[src/rtl/doat_pkg.sv]
package doat_pkg;

    // fixed field widths
    localparam int PORT_DOORS = 8;
    localparam int TICK_W     = 32;
    localparam int REPEAT_W   = 16;
    localparam int DELAY_W    = 8;
    localparam int COUNT_W    = 4;
    localparam int CFG_DATA_W = 64;
    localparam int CFG_INDEX_W = 3;

    // parameter defaults
    localparam int DEF_DOORS              = 8;
    localparam int DEF_TICKS_PER_SECOND   = 10000;
    localparam int DEF_DELAY_UNIT_SECONDS = 10;

    typedef enum logic [CFG_INDEX_W-1:0] {
        CFG_ACTIVE_DOORS   = 3'd0,
        CFG_DISARMED_MASK  = 3'd1,
        CFG_LAMP_DELAYS    = 3'd2,
        CFG_CENTRAL_DELAYS = 3'd3
    } cfg_idx_t;

    // per-door control for one tick
    typedef struct packed {
        logic step;      // tick accepted, commit state
        logic enable;    // door within the active count
        logic armed;     // sensor is applied
        logic sensor;    // sensor bit, 1 = open
        logic blocked;   // central reporting blocked
    } lane_ctrl_t;

    typedef struct packed {
        logic lamp;
        logic central;
    } lane_res_t;

endpackage

[src/rtl/doat_merge.sv]
module doat_merge #(
    parameter int DOORS = doat_pkg::DEF_DOORS
) (
    input  logic                                 aclk,
    input  logic                                 aresetn,
    input  logic                                 load,
    input  doat_pkg::lane_res_t [DOORS-1:0]      lane_res,
    input  logic                                 m_ready,
    output logic                                 out_free,
    output logic                                 m_valid,
    output logic [doat_pkg::PORT_DOORS-1:0]      m_lamp_on,
    output logic [doat_pkg::PORT_DOORS-1:0]      m_central_alarm,
    output logic                                 m_sound
);

    logic                                valid_reg;
    logic [doat_pkg::PORT_DOORS-1:0]     lamp_reg,    lamp_next;
    logic [doat_pkg::PORT_DOORS-1:0]     central_reg, central_next;
    logic                                sound_reg;

    always_comb begin
        lamp_next    = '0;
        central_next = '0;
        for (int n = 0; n < DOORS; n++) begin
            lamp_next[n]    = lane_res[n].lamp;
            central_next[n] = lane_res[n].central;
        end
    end

    assign out_free = ~valid_reg | m_ready;

    always_ff @(posedge aclk) begin
        if (!aresetn) begin
            valid_reg <= 1'b0;
        end else if (load) begin
            valid_reg <= 1'b1;
        end else if (m_ready) begin
            valid_reg <= 1'b0;
        end
    end

    always_ff @(posedge aclk) begin
        if (load) begin
            lamp_reg    <= lamp_next;
            central_reg <= central_next;
            sound_reg   <= |lamp_next;
        end
    end

    assign m_valid         = valid_reg;
    assign m_lamp_on       = lamp_reg;
    assign m_central_alarm = central_reg;
    assign m_sound         = sound_reg;

endmodule

[config.mk]
export PLATFORM = sky130hd
export DESIGN_NAME = doat_merge
export DESIGN_NICKNAME = d
export VERILOG_FILES = /design/src/rtl/doat_pkg.sv /design/src/rtl/doat_merge.sv
export SDC_FILE = /design/constraint.sdc
export NUM_CORES = 1
export LEC_CHECK = 0
export BUFFER_PORTS_ARGS = -buffer_cell sky130_fd_sc_hd__buf_2
export CAP_MARGIN = 15
export CORE_MARGIN = 2
export CORE_UTILIZATION = 34
export CTS_CLUSTER_SIZE = 10
export DETAILED_ROUTE_END_ITERATION = 16
export PLACE_DENSITY = 0.7
export RECOVER_POWER = 25
export SLEW_MARGIN = 20
export SYNTH_ARGS = -nofsm -noshare
export SYNTH_HDL_FRONTEND = slang
export SYNTH_SLANG_ARGS = --single-unit
[constraint.sdc]
create_clock -name aclk -period 0.8 [get_ports aclk]
set_input_delay 0.04 -clock aclk [delete_from_list [all_inputs] [get_ports aclk]]
set_output_delay 0.04 -clock aclk [all_outputs]
set_load 0.01 [all_outputs]
==> flow_summary.json <==
{
  "cp-end-kind": "output port",
  "grt_pass1_wl_mm": 1.78,
  "clock_skew_ps": 0,
  "critPathMaxFanout": 2,
  "fin_crit_ps": 872,
  "final_util": 0.649,
  "dieArea_um2": 2030,
  "gr-usage-all-layers": 0.133,
  "synth_cells": 24,
  "hp-start": "lane_res[5]",
  "rrSetupSlack_ps": 20,
  "instances_no_fill": 100,
  "nNetsFinal": 105,
  "swShare": 0.210,
  "avgSynthCellArea_um2": 23.8,
  "ys_seq_area_frac": 0.928,
  "hold_path.class": "in -> reg",
  "max-vdd-ir-drop_v": 0.00131,
  "critPathLaunch": "m_valid",
  "setup_viol": 18,
  "synth_top_cell_by_area": "edfxtp_1",
  "power_leakage_nw": 0.436,
  "worstSetupStartpointType": "register",
  "rsz0062_at_grt": "true",
  "area_delta_synth_final_pct": 74.8,
  "synth_seq_cells": 18,
  "vias_per_cell": 4.50,
  "crit_path_max_incr_delay_ps": 370,
  "grt_max_degree": 19,
  "antenna_left": 0,
  "fin_setup_tns_ps": -682,
  "clock-sinks": 18,
  "vias": 450,
  "period_share": 1.09,
  "path_clk_slew_ps": 100,
  "p_seq_frac": 0.613,
  "p_int_mw": 1.45,
  "path_cells": "nand2b_4 -> buf_6",
  "first_iter_violations": 3,
  "synth_fp_nets": 44,
  "whs_endpoint": "m_sound",
  "reg2reg_from": "m_valid",
  "clockPowerShare": 0.243,
  "slew_headroom": 0.723,
  "dr.pass1.iters": 4,
  "port_buffers": 38,
  "numCtsBuffers": 3,
  "criticalPathCategory": "reg -> out",
  "drt-total-wl_mm": 1.32,
  "fp.dieW_um": 45.0,
  "place_congestion": 0.638,
  "rows": 14,
  "core_area_um2": 1540,
  "num_antenna_cells": 0,
  "clock_latency_ps": 280,
  "cts_max_level": 1,
  "slowest_stage": "dfxtp_2",
  "cp.required_ps": 760,
  "timing.rr.end": "m_valid",
  "p_per_area_nw_per_um2": 1840,
  "worst_pin_slew_ps": 416,
  "syn-cell-area_um2": 572,
  "violations": "negative setup slack",
  "layout-drive-gt1-share": 0.524,
  "reg2reg_depth": 3,
  "hold_violations": 0,
  "cp.depth": 2,
  "start_util": 0.371,
  "synth.distinct_cells": 7,
  "yosys_warnings": 0,
  "clockBufferDepth": 2,
  "antenna_found_initial": 0,
  "cap_viol_max_count": 0,
  "outcome": "finished with violations",
  "timing.final.ws_setup_ps": -71.6,
  "cts_tree": "done",
  "pin_count": 39,
  "drv_slew": 0,
  "fp.dieH_um": 45.0,
  "switchingPower_mw": 0.386,
  "grt_pass1_vias": 445,
  "post_drt_wl_per_cell_um": 13.2,
  "max_freq_mhz": 1150,
  "p_comb_frac": 0.143,
  "drc_errors": 0,
  "ys_top_cells_by_area": "edfxtp_1 89%, dfxtp_1 3.5%, nand2b_4 2.4%",
  "clockRootBuffer": "clkbuf_4",
  "place_inst": 78,
  "critPathArrivalTime_ps": 830,
  "critPathBufInv": 1,
  "yosysTopAreaCellShare": 0.893,
  "min_path_cells": 3,
  "critical-path-top-delay-family": "flip-flops",
  "grt_overflow_total": 0
}
## worst reg2reg max path: stages (launching register included)
cell and delay, ps:
dfxtp_2 370, nand2b_4 70, buf_4 130, a21boi_0 150
## power by group through the flow
stage	clock [mW]	combinational, mW	sequential [mW]
after floorplan	0	0.0106	1.19
after global placement	0	0.185	1.14
after detailed placement	0	0.185	1.15
after CTS	0.463	0.255	1.13
after global routing	0.500	0.284	1.13
final	0.447	0.263	1.13
## cells by family (layout without fill, tap and decap cells)
| kind of cell | after synthesis | after routing | share of synthesized area |
|---|---|---|---|
| DFF | 18 | 18 | 0.928 |
| and+or+nand+nor | 4 | 4 | 0.0525 |
| AOI/OAI and AO/OA | 1 | 1 | 0.0131 |
| buffers and inverters | 1 | 61 | 0.00656 |
## final cells by class
type | instances | area [µm²]
Clock buffer | 4 | 26.3
Fill cell | 109 | 542
Inverter | 1 | 3.75
Multi-Input combinational cell | 5 | 37.5
Sequential cell | 18 | 532
Tap cell | 16 | 20.0
Timing Repair Buffer | 56 | 380
## cell usage in the layout (no fill, tap or decap)
cell,n
a21boi_0,1
clkbuf_2,1
clkbuf_4,3
edfxtp_1,17
clkbuf_1,1
dfxtp_2,1
buf_2,35
inv_1,1
buf_6,2
buf_4,1
nand2_1,1
dlygate4sd3_1,17
nand2b_4,1
nor4_1,2
## cells in the mapped netlist (all sizes together)
| master | number |
|---|---|
| edfxtp | 17 |
| nor4 | 2 |
| a21boi | 1 |
| dfxtp | 1 |
| inv | 1 |
| nand2 | 1 |
| nand2b | 1 |
## repair_timing
action,4_1_cts,5_1_grt
pin swaps,0,0
endpoints found under the hold margin,17,0
hold buffers,17,0
gates resized for setup,3,0
setup buffers,0,1
endpoints found under the setup margin,19,19
## routing by layer
layer / global-route usage / vias up / share of wire / routed length [µm]
met5: 0 / - / 0 / 0
met4: 0.0882 / 0 / 0.020 / 26
met3: 0.0240 / 4 / 0.10 / 132
met2: 0.263 / 34 / 0.54 / 707
met1: 0.117 / 198 / 0.34 / 452
li1: - / 214 / - / -
## how the worst max path moves through the flow
| stage | endpoint | slack [ps] |
|---|---|---|
| after detailed placement | m_sound | 9 |
| after global routing | m_central_alarm[7] | -110 |
| after floorplan | m_valid | 110 |
| final | out_free | -70 |
| after global placement | m_sound | 60 |
| after CTS | m_sound | -80 |
## sequential cells by signal, indices dropped and copies added, names as in the netlist
register,flops
m_sound,1
m_lamp_on,8
m_valid,1
m_central_alarm,8
## per-stage QoR
| step | instance area (µm²) | hold slack (ps) | setup slack, ps | total power [mW] |
|---|---|---|---|---|
| after floorplan | 572 | 139 | 111 | 1.20 |
| after global placement | 782 | 225 | 56.3 | 1.33 |
| after detailed placement | 782 | 220 | 9.01 | 1.33 |
| after CTS | 992 | 13.0 | -75.9 | 1.84 |
| after global routing | 1000 | 23.2 | -110 | 1.92 |
| final | 1000 | 27.2 | -71.6 | 1.84 |
Power figures use the tool's default switching activity.
