$ cat config.mk
export PLATFORM = sky130hd
export DESIGN_NAME = doat_lane
export DESIGN_NICKNAME = d
export VERILOG_FILES = /design/src/rtl/doat_pkg.sv /design/src/rtl/doat_lane.sv
export SDC_FILE = /design/constraint.sdc
export NUM_CORES = 1
export LEC_CHECK = 0
export ABC_AREA = 1
export BUFFER_PORTS_ARGS = -buffer_cell sky130_fd_sc_hd__buf_2
export CORE_ASPECT_RATIO = 1.2
export CORE_MARGIN = 4
export CORE_UTILIZATION = 35
export CTS_BUF_LIST = sky130_fd_sc_hd__clkbuf_16
export DETAILED_ROUTE_END_ITERATION = 6
export RECOVER_POWER = 50
export SLEW_MARGIN = 15
export SYNTH_ARGS = -nofsm -noshare
export SYNTH_HDL_FRONTEND = slang
export SYNTH_SLANG_ARGS = --single-unit
$ cat constraint.sdc
create_clock -name aclk -period 10.12 [get_ports aclk]
set_input_delay 1.012 -clock aclk [delete_from_list [all_inputs] [get_ports aclk]]
set_output_delay 1.012 -clock aclk [all_outputs]
set_load 0.05 [all_outputs]
$ cat src/rtl/doat_pkg.sv
package doat_pkg;

    // fixed field widths
    localparam int PORT_DOORS = 8;
    localparam int TICK_W     = 32;
    localparam int REPEAT_W   = 16;
    localparam int DELAY_W    = 8;
    localparam int COUNT_W    = 4;
    localparam int CFG_DATA_W = 64;
    localparam int CFG_INDEX_W = 3;

    // parameter defaults
    localparam int DEF_DOORS              = 8;
    localparam int DEF_TICKS_PER_SECOND   = 10000;
    localparam int DEF_DELAY_UNIT_SECONDS = 10;

    typedef enum logic [CFG_INDEX_W-1:0] {
        CFG_ACTIVE_DOORS   = 3'd0,
        CFG_DISARMED_MASK  = 3'd1,
        CFG_LAMP_DELAYS    = 3'd2,
        CFG_CENTRAL_DELAYS = 3'd3
    } cfg_idx_t;

    // per-door control for one tick
    typedef struct packed {
        logic step;      // tick accepted, commit state
        logic enable;    // door within the active count
        logic armed;     // sensor is applied
        logic sensor;    // sensor bit, 1 = open
        logic blocked;   // central reporting blocked
    } lane_ctrl_t;

    typedef struct packed {
        logic lamp;
        logic central;
    } lane_res_t;

endpackage

$ cat src/rtl/doat_lane.sv
module doat_lane #(
    parameter int TICKS_PER_SECOND   = doat_pkg::DEF_TICKS_PER_SECOND,
    parameter int DELAY_UNIT_SECONDS = doat_pkg::DEF_DELAY_UNIT_SECONDS
) (
    input  logic                            aclk,
    input  logic                            aresetn,
    input  doat_pkg::lane_ctrl_t            ctrl,
    input  logic [doat_pkg::TICK_W-1:0]     tick_next,
    input  logic [doat_pkg::DELAY_W-1:0]    lamp_delay,
    input  logic [doat_pkg::DELAY_W-1:0]    central_delay,
    output doat_pkg::lane_res_t             res
);

    localparam logic [doat_pkg::TICK_W-1:0] UNIT_TICKS =
        doat_pkg::TICK_W'(DELAY_UNIT_SECONDS * TICKS_PER_SECOND);
    localparam logic [doat_pkg::TICK_W-1:0] SECOND_TICKS =
        doat_pkg::TICK_W'(TICKS_PER_SECOND);
    localparam logic [doat_pkg::REPEAT_W-1:0] REPEAT_MAX = '1;

    logic                            flag_reg,   flag_next;
    logic [doat_pkg::TICK_W-1:0]     start_reg,  start_next;
    logic [doat_pkg::REPEAT_W-1:0]   repeat_reg, repeat_next;
    // seconds-per-repeat offset kept alongside the count, avoids a multiply
    logic [doat_pkg::TICK_W-1:0]     offset_reg, offset_next;

    logic                            update;
    logic [doat_pkg::REPEAT_W-1:0]   repeat_cur;
    logic [doat_pkg::TICK_W-1:0]     offset_cur;
    logic [doat_pkg::TICK_W-1:0]     lamp_limit;
    logic [doat_pkg::TICK_W-1:0]     central_limit;
    logic                            lamp_hit;
    logic                            central_hit;

    always_comb begin
        update     = ctrl.enable & ctrl.armed;
        flag_next  = update ? ctrl.sensor : flag_reg;
        start_next = (update & ctrl.sensor & ~flag_reg) ? tick_next : start_reg;
        repeat_cur = (update & ~ctrl.sensor) ? '0 : repeat_reg;
        offset_cur = (update & ~ctrl.sensor) ? '0 : offset_reg;

        lamp_limit    = start_next + doat_pkg::TICK_W'(lamp_delay) * UNIT_TICKS;
        central_limit = start_next + doat_pkg::TICK_W'(central_delay) * UNIT_TICKS
                        + offset_cur;

        lamp_hit    = ctrl.enable & flag_next & (tick_next > lamp_limit);
        central_hit = ctrl.enable & flag_next & ~ctrl.blocked
                      & (tick_next > central_limit);

        repeat_next = repeat_cur;
        offset_next = offset_cur;
        if (central_hit && repeat_cur != REPEAT_MAX) begin
            repeat_next = repeat_cur + 1'b1;
            offset_next = offset_cur + SECOND_TICKS;
        end

        res.lamp    = lamp_hit;
        res.central = central_hit;
    end

    always_ff @(posedge aclk) begin
        if (!aresetn) begin
            flag_reg   <= 1'b0;
            repeat_reg <= '0;
            offset_reg <= '0;
        end else if (ctrl.step) begin
            flag_reg   <= flag_next;
            repeat_reg <= repeat_next;
            offset_reg <= offset_next;
        end
    end

    // start tick is only read while the flag is set, which implies a write
    always_ff @(posedge aclk) begin
        if (ctrl.step) begin
            start_reg <= start_next;
        end
    end

endmodule

==> metrics.yaml, run 1 <==
status: "complete, but fails checks"
violations: "capacitance limit, slew limit"
drcViolationCount: 0
fmax_ghz: 0.107
maxCapViolCount: 2
finalSetupViolCount: 0
nets: 2161
viasPerCell: 5.11
syn-cell-area_mm2: 0.0127
min_to: "offset_reg[0]"
tightest_slew_ns: 2.96
yosysUniqueCellTypes: 51
synth_nets: 2115
cpPeakStageDelay_ns: 0.49
row_count: 76
grt_pass1_vias: 11700
holdCritStartpoint: "offset_reg[0]"
diodes: 0
final.min_clock_period_ns: 9.36
cts_setup_buffers: 0
placed_cells: 2285
die_w_um: 182
setup.worst_path.class: "primary input to output pin"
ys.flop_type: "dfxtp_1"
cts_buffer_depth: 2
cts_tree: "done"
finalHoldViolations: 0
gp_congestion: 0.928
antenna_left: 0
syn_avg_cell_area_um2: 7.12
h-tree-depth: 3
track_usage: 0.191
core_mm2: 0.0358
crit_slowest_cell: "fa_1"
cts_root_buf: "clkbuf_16"
instances_no_fill: 2301
rrSetupSlack_ns: 2.79
yosys_warnings: 0
critPathLaunchType: "primary input"
start_util: 0.354
final.period_utilization: 0.925
synth-edff-count: 32
whs_ns: 0.440
cp_num_buf_inv: 5
port_buffers: 56
cp_max_fo: 10
synthCells: 1782
rr_startpoint: "flag_reg"
dr_total_vias: 11800
reg2reg_depth: 30
grt_max_degree: 48
rsz0062_at_grt: "false"
yosysSeqAreaShare: 0.153
antenna_found_initial: 0
first_pass_iters: 5
hold_depth: 2
ys_seq_elements: 81
dp_hpwl_um: 31600
hp-class: "flip-flop to flip-flop"
cp.arrival_ns: 8.35
routed_wl_um: 37600
ios: 57
cts_sinks: 81
critPathRequiredTime_ns: 9.11
crit_path_end_kind: "output pin"
fin_tns_setup_ns: 0
design_area_mm2: 0.0137
path_depth: 34
crit_family: "adder cells"
vdd_drop_max_mv: 0.108
area_growth_pct: 7.81
seqCellArea_mm2: 0.00194
utilization: 0.381
r2r_end: "repeat_reg[14]"
path_clk_slew_ns: 0.07
clkLatencyLatePin_ns: 0.36
multi_input_area_mm2: 0.00957
power_density_mw_per_mm2: 228
clock_skew_ns: 0.0109
slew_violations: 78
async_reset_ff_frac: 0
grt_pass1_wl_um: 60700
post_cts_resized: 0
die_h_um: 217
final_common_cell: "nand2_1"
dr.first_iter.drc_count: 606
leakage_nw: 6.74
final.fill_count: 3819
timing.slew.headroom: -0.975
final_cell_mix: "nand2_1, inv_1, ha_1"
startpoint: "central_delay[2]"
routedWlPerCell_um: 16.4
numCtsBuffers: 9
grt.overflow.total: 0
dpl_cell_area_mm2: 0.0134
cts_hold_buffers: 0
timing.critical_path.mode_cell: "ha_1"
drive_above_1_share: 0.0589
fp.dieArea_mm2: 0.0393
==> cell type report <==
cell class	count	share of cell area
timing repair buffer	60	0.0220
clock inverter	7	0.00275
sequential	81	0.142
tap	468	0.0428
clock buffer	9	0.0165
multi-input combinational	1407	0.700
inverter	269	0.0741
==> cells in the mapped netlist, drive strengths merged (3+ instances only) <==
master / count / area share
ha: 232 / 0.23
a31oi: 7 / 0.0035
a221oi: 3 / 0.0021
edfxtp: 32 / 0.076
nand4: 23 / 0.013
o31ai: 5 / 0.0030
o21bai: 5 / 0.0030
o21a: 4 / 0.0024
a21o: 4 / 0.0024
nor4: 5 / 0.0025
dfxtp: 49 / 0.077
nand3b: 4 / 0.0024
a21oi: 149 / 0.059
xor2: 63 / 0.044
o21ai: 83 / 0.033
a21boi: 6 / 0.0041
nor3: 29 / 0.011
inv: 268 / 0.080
nand3: 100 / 0.046
clkbuf: 6 / 0.0018
buf: 19 / 0.010
o211ai: 5 / 0.0030
nor2: 168 / 0.053
fa: 46 / 0.073
nand2: 404 / 0.12
mux2: 20 / 0.018
xnor2: 28 / 0.019
==> per-stage QoR <==
stage / power, W / setup slack [ns]
2_1_floorplan: 0.00215 / 1.83
3_3_place_gp: 0.00278 / 0.873
3_5_place_dp: 0.00281 / 0.787
4_1_cts: 0.00314 / 0.744
5_1_grt: 0.00351 / 0.0996
6_report: 0.00312 / 0.756
==> how the worst max path moves through the flow <==
stage / endpoint / slack (ns)
after floorplan: res[0] / 1.83
after global placement: res[0] / 0.87
after detailed placement: res[0] / 0.79
after CTS: res[0] / 0.74
after global routing: res[0] / 0.1
final: res[0] / 0.76
==> metal layers <==
| metal | share of wire | vias up | GRT usage |
|---|---|---|---|
| met4 | 0.022 | 0 | 0.0473 |
| met2 | 0.53 | 190 | 0.371 |
| met3 | 0.026 | 41 | 0.0183 |
| met5 | 0 | - | 0 |
| met1 | 0.42 | 5543 | 0.223 |
| li1 | - | 5989 | - |
==> worst register-to-register path, delay by kind of cell (launching register included) <==
family                     cells  cell delay [ns]
adders and majority gates      3             0.84
DFF                            1             0.33
AOI/OAI and AO/OA              6             2.07
and+or+nand+nor               15             2.16
xor gates and xnor gates       1             0.18
buffers and inverters          5             1.63
==> cell families (layout without fill, tap and decap cells) <==
| group | Yosys count | after routing | synth area share |
|---|---|---|---|
| AO/OA/AOI/OAI | 276 | 276 | 0.118 |
| XOR/XNOR | 91 | 91 | 0.0629 |
| adder cells (fa/ha/maj) | 278 | 278 | 0.302 |
| buffers and inverters | 294 | 345 | 0.0920 |
| flip-flops | 81 | 81 | 0.153 |
| multiplexers | 21 | 21 | 0.0186 |
| AND/OR/NAND/NOR | 741 | 741 | 0.254 |
==> power by group <==
| group | leakage (nW) | total, W | internal [W] | switching [W] |
|---|---|---|---|---|
| clock network | 0.133 | 0.000316 | 0.000164 | 0.000152 |
| logic | 5.90 | 0.00245 | 0.000887 | 0.00156 |
| registers | 0.707 | 0.000357 | 0.000353 | 0.00000360 |
| total | 6.74 | 0.00312 | 0.00140 | 0.00172 |
No activity file was read; power rests on OpenSTA's default activity.
==> inputs of run 2 (changes only) <==
ABC_AREA = 0   (was 1)
==> run 2 against run 1 <==
The run still ends with capacitance limit, slew limit left; via count shrank 21%; cell count shrank 24%; clock skew is essentially flat; non-clock buffer count grew 6; final area shrank 8.5%; count of clock-buffer cells in the layout grew 1; global-route usage shrank 3.6 points; register-to-register slack lost 0.88 ns; sequential share of layout area grew 1.3 points; core utilization grew 0.65 points; critical endpoint unchanged.
==> metrics.yaml, run 2 <==
clock_skew_ns: 0.0111  # was 0.0109 ns
setup.worst_path.class: "primary input to output pin"  # unchanged
nets: 1663  # was 2,161
cp_max_fo: 4  # was 10
viasPerCell: 5.35  # was 5.11
tightest_slew_ns: 2.46  # was 2.96 ns
synth_top_area_frac: 0.254  # was 0.229
yosys_warnings: 0  # unchanged
maxCapViolCount: 2  # unchanged
start_util: 0.355  # was 0.354
min_to: "repeat_reg[1]"  # was offset_reg[0]
antenna_found_initial: 0  # unchanged
h-tree-depth: 3  # unchanged
rrSetupSlack_ns: 1.91  # was 2.79 ns
hold_depth: 2  # unchanged
die_h_um: 206  # was 217 um
port_buffers: 56  # unchanged
leakage_nw: 5.86  # was 6.74 nW
seqCellArea_mm2: 0.00194  # unchanged
finalSetupViolCount: 0  # unchanged
first_pass_iters: 5  # unchanged
slew_violations: 89  # was 78
cts_buffer_depth: 2  # unchanged
ios: 57  # unchanged
grt_max_degree: 45  # was 48
synth_nets: 1613  # was 2,115
critPathRequiredTime_ns: 9.11  # about the same
row_count: 72  # was 76
violations: "capacitance limit, slew limit"  # unchanged
rr_startpoint: "flag_reg"  # unchanged
cp.arrival_ns: 8.72  # was 8.35 ns
syn_avg_cell_area_um2: 8.94  # was 7.12 um2
finalHoldViolations: 0  # unchanged
synth_common_cells: "ha_1, nand2_1, inv_1, a21oi_1, xor2_1"  # was nand2_1, inv_1, ha_1, nor2_1, a21oi_1
dp_hpwl_um: 23000  # was 31,600 um
cts_root_buf: "clkbuf_16"  # unchanged
fp.dieArea_mm2: 0.0357  # was 0.0393 mm2
hp-class: "flip-flop to flip-flop"  # unchanged
synth-edff-count: 32  # unchanged
synthCells: 1280  # was 1,782
dr.first_iter.drc_count: 555  # was 606
placed_cells: 1724  # was 2,285
final.period_utilization: 0.962  # was 0.925
routedWlPerCell_um: 15.9  # was 16.4 um
timing.critical_path.mode_cell: "ha_1"  # unchanged
critPathLaunchType: "primary input"  # unchanged
grt.overflow.total: 0  # unchanged
timing.slew.headroom: -0.641  # was -0.975
path_clk_slew_ns: 0.06  # was 0.07 ns
dr_total_vias: 9324  # was 11,800
grt_pass1_wl_um: 45500  # was 60,700 um
ys_seq_elements: 81  # unchanged
status: "complete, but fails checks"  # unchanged
track_usage: 0.155  # was 0.191
numCtsBuffers: 9  # unchanged
syn-cell-area_mm2: 0.0114  # was 0.0127 mm2
final_common_cell: "ha_1"  # was nand2_1
yosysMostFrequentCell: "ha_1"  # was nand2_1
antenna_left: 0  # unchanged
area_growth_pct: 9.27  # was 7.81%
async_reset_ff_frac: 0  # unchanged
final_cell_mix: "ha_1, inv_1, nand2_1"  # was nand2_1, inv_1, ha_1
cts_sinks: 81  # unchanged
cpPeakStageDelay_ns: 0.58  # was 0.49 ns
fmax_ghz: 0.103  # was 0.107 GHz
gp_congestion: 0.853  # was 0.928
multi_input_area_mm2: 0.00903  # was 0.00957 mm2
yosysTopAreaCell: "ha_1"  # unchanged
whs_ns: 0.461  # was 0.440 ns
clkLatencyLatePin_ns: 0.36  # about the same
drcViolationCount: 0  # unchanged
ys_top_cells_by_area: "ha_1, dfxtp_1, edfxtp_1"  # was ha_1, nand2_1, inv_1
cts_tree: "done"  # unchanged
p_total_w: 0.00276  # was 0.00312 W
holdCritStartpoint: "repeat_reg[1]"  # was offset_reg[0]
die_w_um: 173  # was 182 um
instances_no_fill: 1743  # was 2,301
crit_path_end_kind: "output pin"  # unchanged
yosysUniqueCellTypes: 81  # was 51
vdd_drop_max_mv: 0.120  # was 0.108 mV
yosysSeqAreaShare: 0.170  # was 0.153
r2r_end: "offset_reg[31]"  # was repeat_reg[14]
crit_slowest_cell: "or4_1"  # was fa_1
power_density_mw_per_mm2: 221  # was 228 mW/mm2
reg2reg_depth: 26  # was 30
drive_above_1_share: 0.0831  # was 0.0589
ys.flop_type: "dfxtp_1"  # unchanged
routed_wl_um: 27800  # was 37,600 um
final.min_clock_period_ns: 9.73  # was 9.36 ns
core_mm2: 0.0323  # was 0.0358 mm2
utilization: 0.388  # was 0.381
grt_pass1_vias: 9030  # was 11,700
final.fill_count: 3258  # was 3,819
## run 2: worst max-delay path by stage
stage | from | endpoint | slack (ns)
final | central_delay[2] | res[0] | 0.39
after global routing | central_delay[2] | res[0] | -0.007
after CTS | central_delay[2] | res[0] | 0.21
after detailed placement | central_delay[2] | res[0] | 0.26
after global placement | central_delay[2] | res[0] | 0.37
after floorplan | central_delay[2] | res[0] | 1.20
## run 2: layout make-up
type | count | share of cell area
clock inverter | 6 | 0.00450
sequential | 81 | 0.155
clock buffer | 10 | 0.0200
inverter | 100 | 0.0300
multi-input combinational | 1072 | 0.722
antenna | 1 | 0.000200
tap | 407 | 0.0407
timing repair buffer | 66 | 0.0276
## run 2: cells by family (layout without fill, tap and decap cells)
family          count (synthesis)  after routing  share of synthesized area
simple gates                  364            364                      0.166
compound gates                295            295                      0.177
fa+ha+maj                     278            278                      0.334
buf+inv                       127            182                     0.0436
xor+xnor                       96             96                     0.0735
flops                          81             81                      0.170
mux                            39             39                     0.0366
other cells                     0              1                          0
## run 2: per-stage QoR
stage / area [um2] / TNS [ns] / setup WS [ns]
final: 12500 / 0 / 0.388
after global routing: 12500 / -0.00702 / -0.00702
after CTS: 12500 / 0 / 0.214
after detailed placement: 12200 / 0 / 0.262
after global placement: 12200 / 0 / 0.367
after floorplan: 11400 / 0 / 1.20
## run 2: per-layer routing
metal  wire [um]  GRT usage
met5           0          0
met4         359     0.0393
met3         727     0.0177
met2       13300      0.274
met1       13400      0.204
## run 2: repair_timing
item / in CTS / in global routing
endpoints found under the setup margin: 0 / 1
hold buffers: 0 / 0
gates resized for setup: 0 / 6
buffers inserted: 0 / 2
## run 2: where the power goes
| group | leakage [nW] | internal [W] | total, W | switching, W |
|---|---|---|---|---|
| Sequential | 0.708 | 0.000352 | 0.000354 | 0.00000252 |
| Clock | 0.158 | 0.000204 | 0.000343 | 0.000139 |
| Combinational | 5.00 | 0.000908 | 0.00206 | 0.00115 |
| Total | 5.86 | 0.00146 | 0.00276 | 0.00129 |
## run 2: critical path: cells and delay by family
kind / cells / cell delay (ns)
AND/OR/NAND/NOR: 7 / 2.01
multiplexers: 1 / 0.23
adder cells (fa/ha/maj): 8 / 2.88
buffers and inverters: 5 / 0.63
AO/OA/AOI/OAI: 8 / 1.97
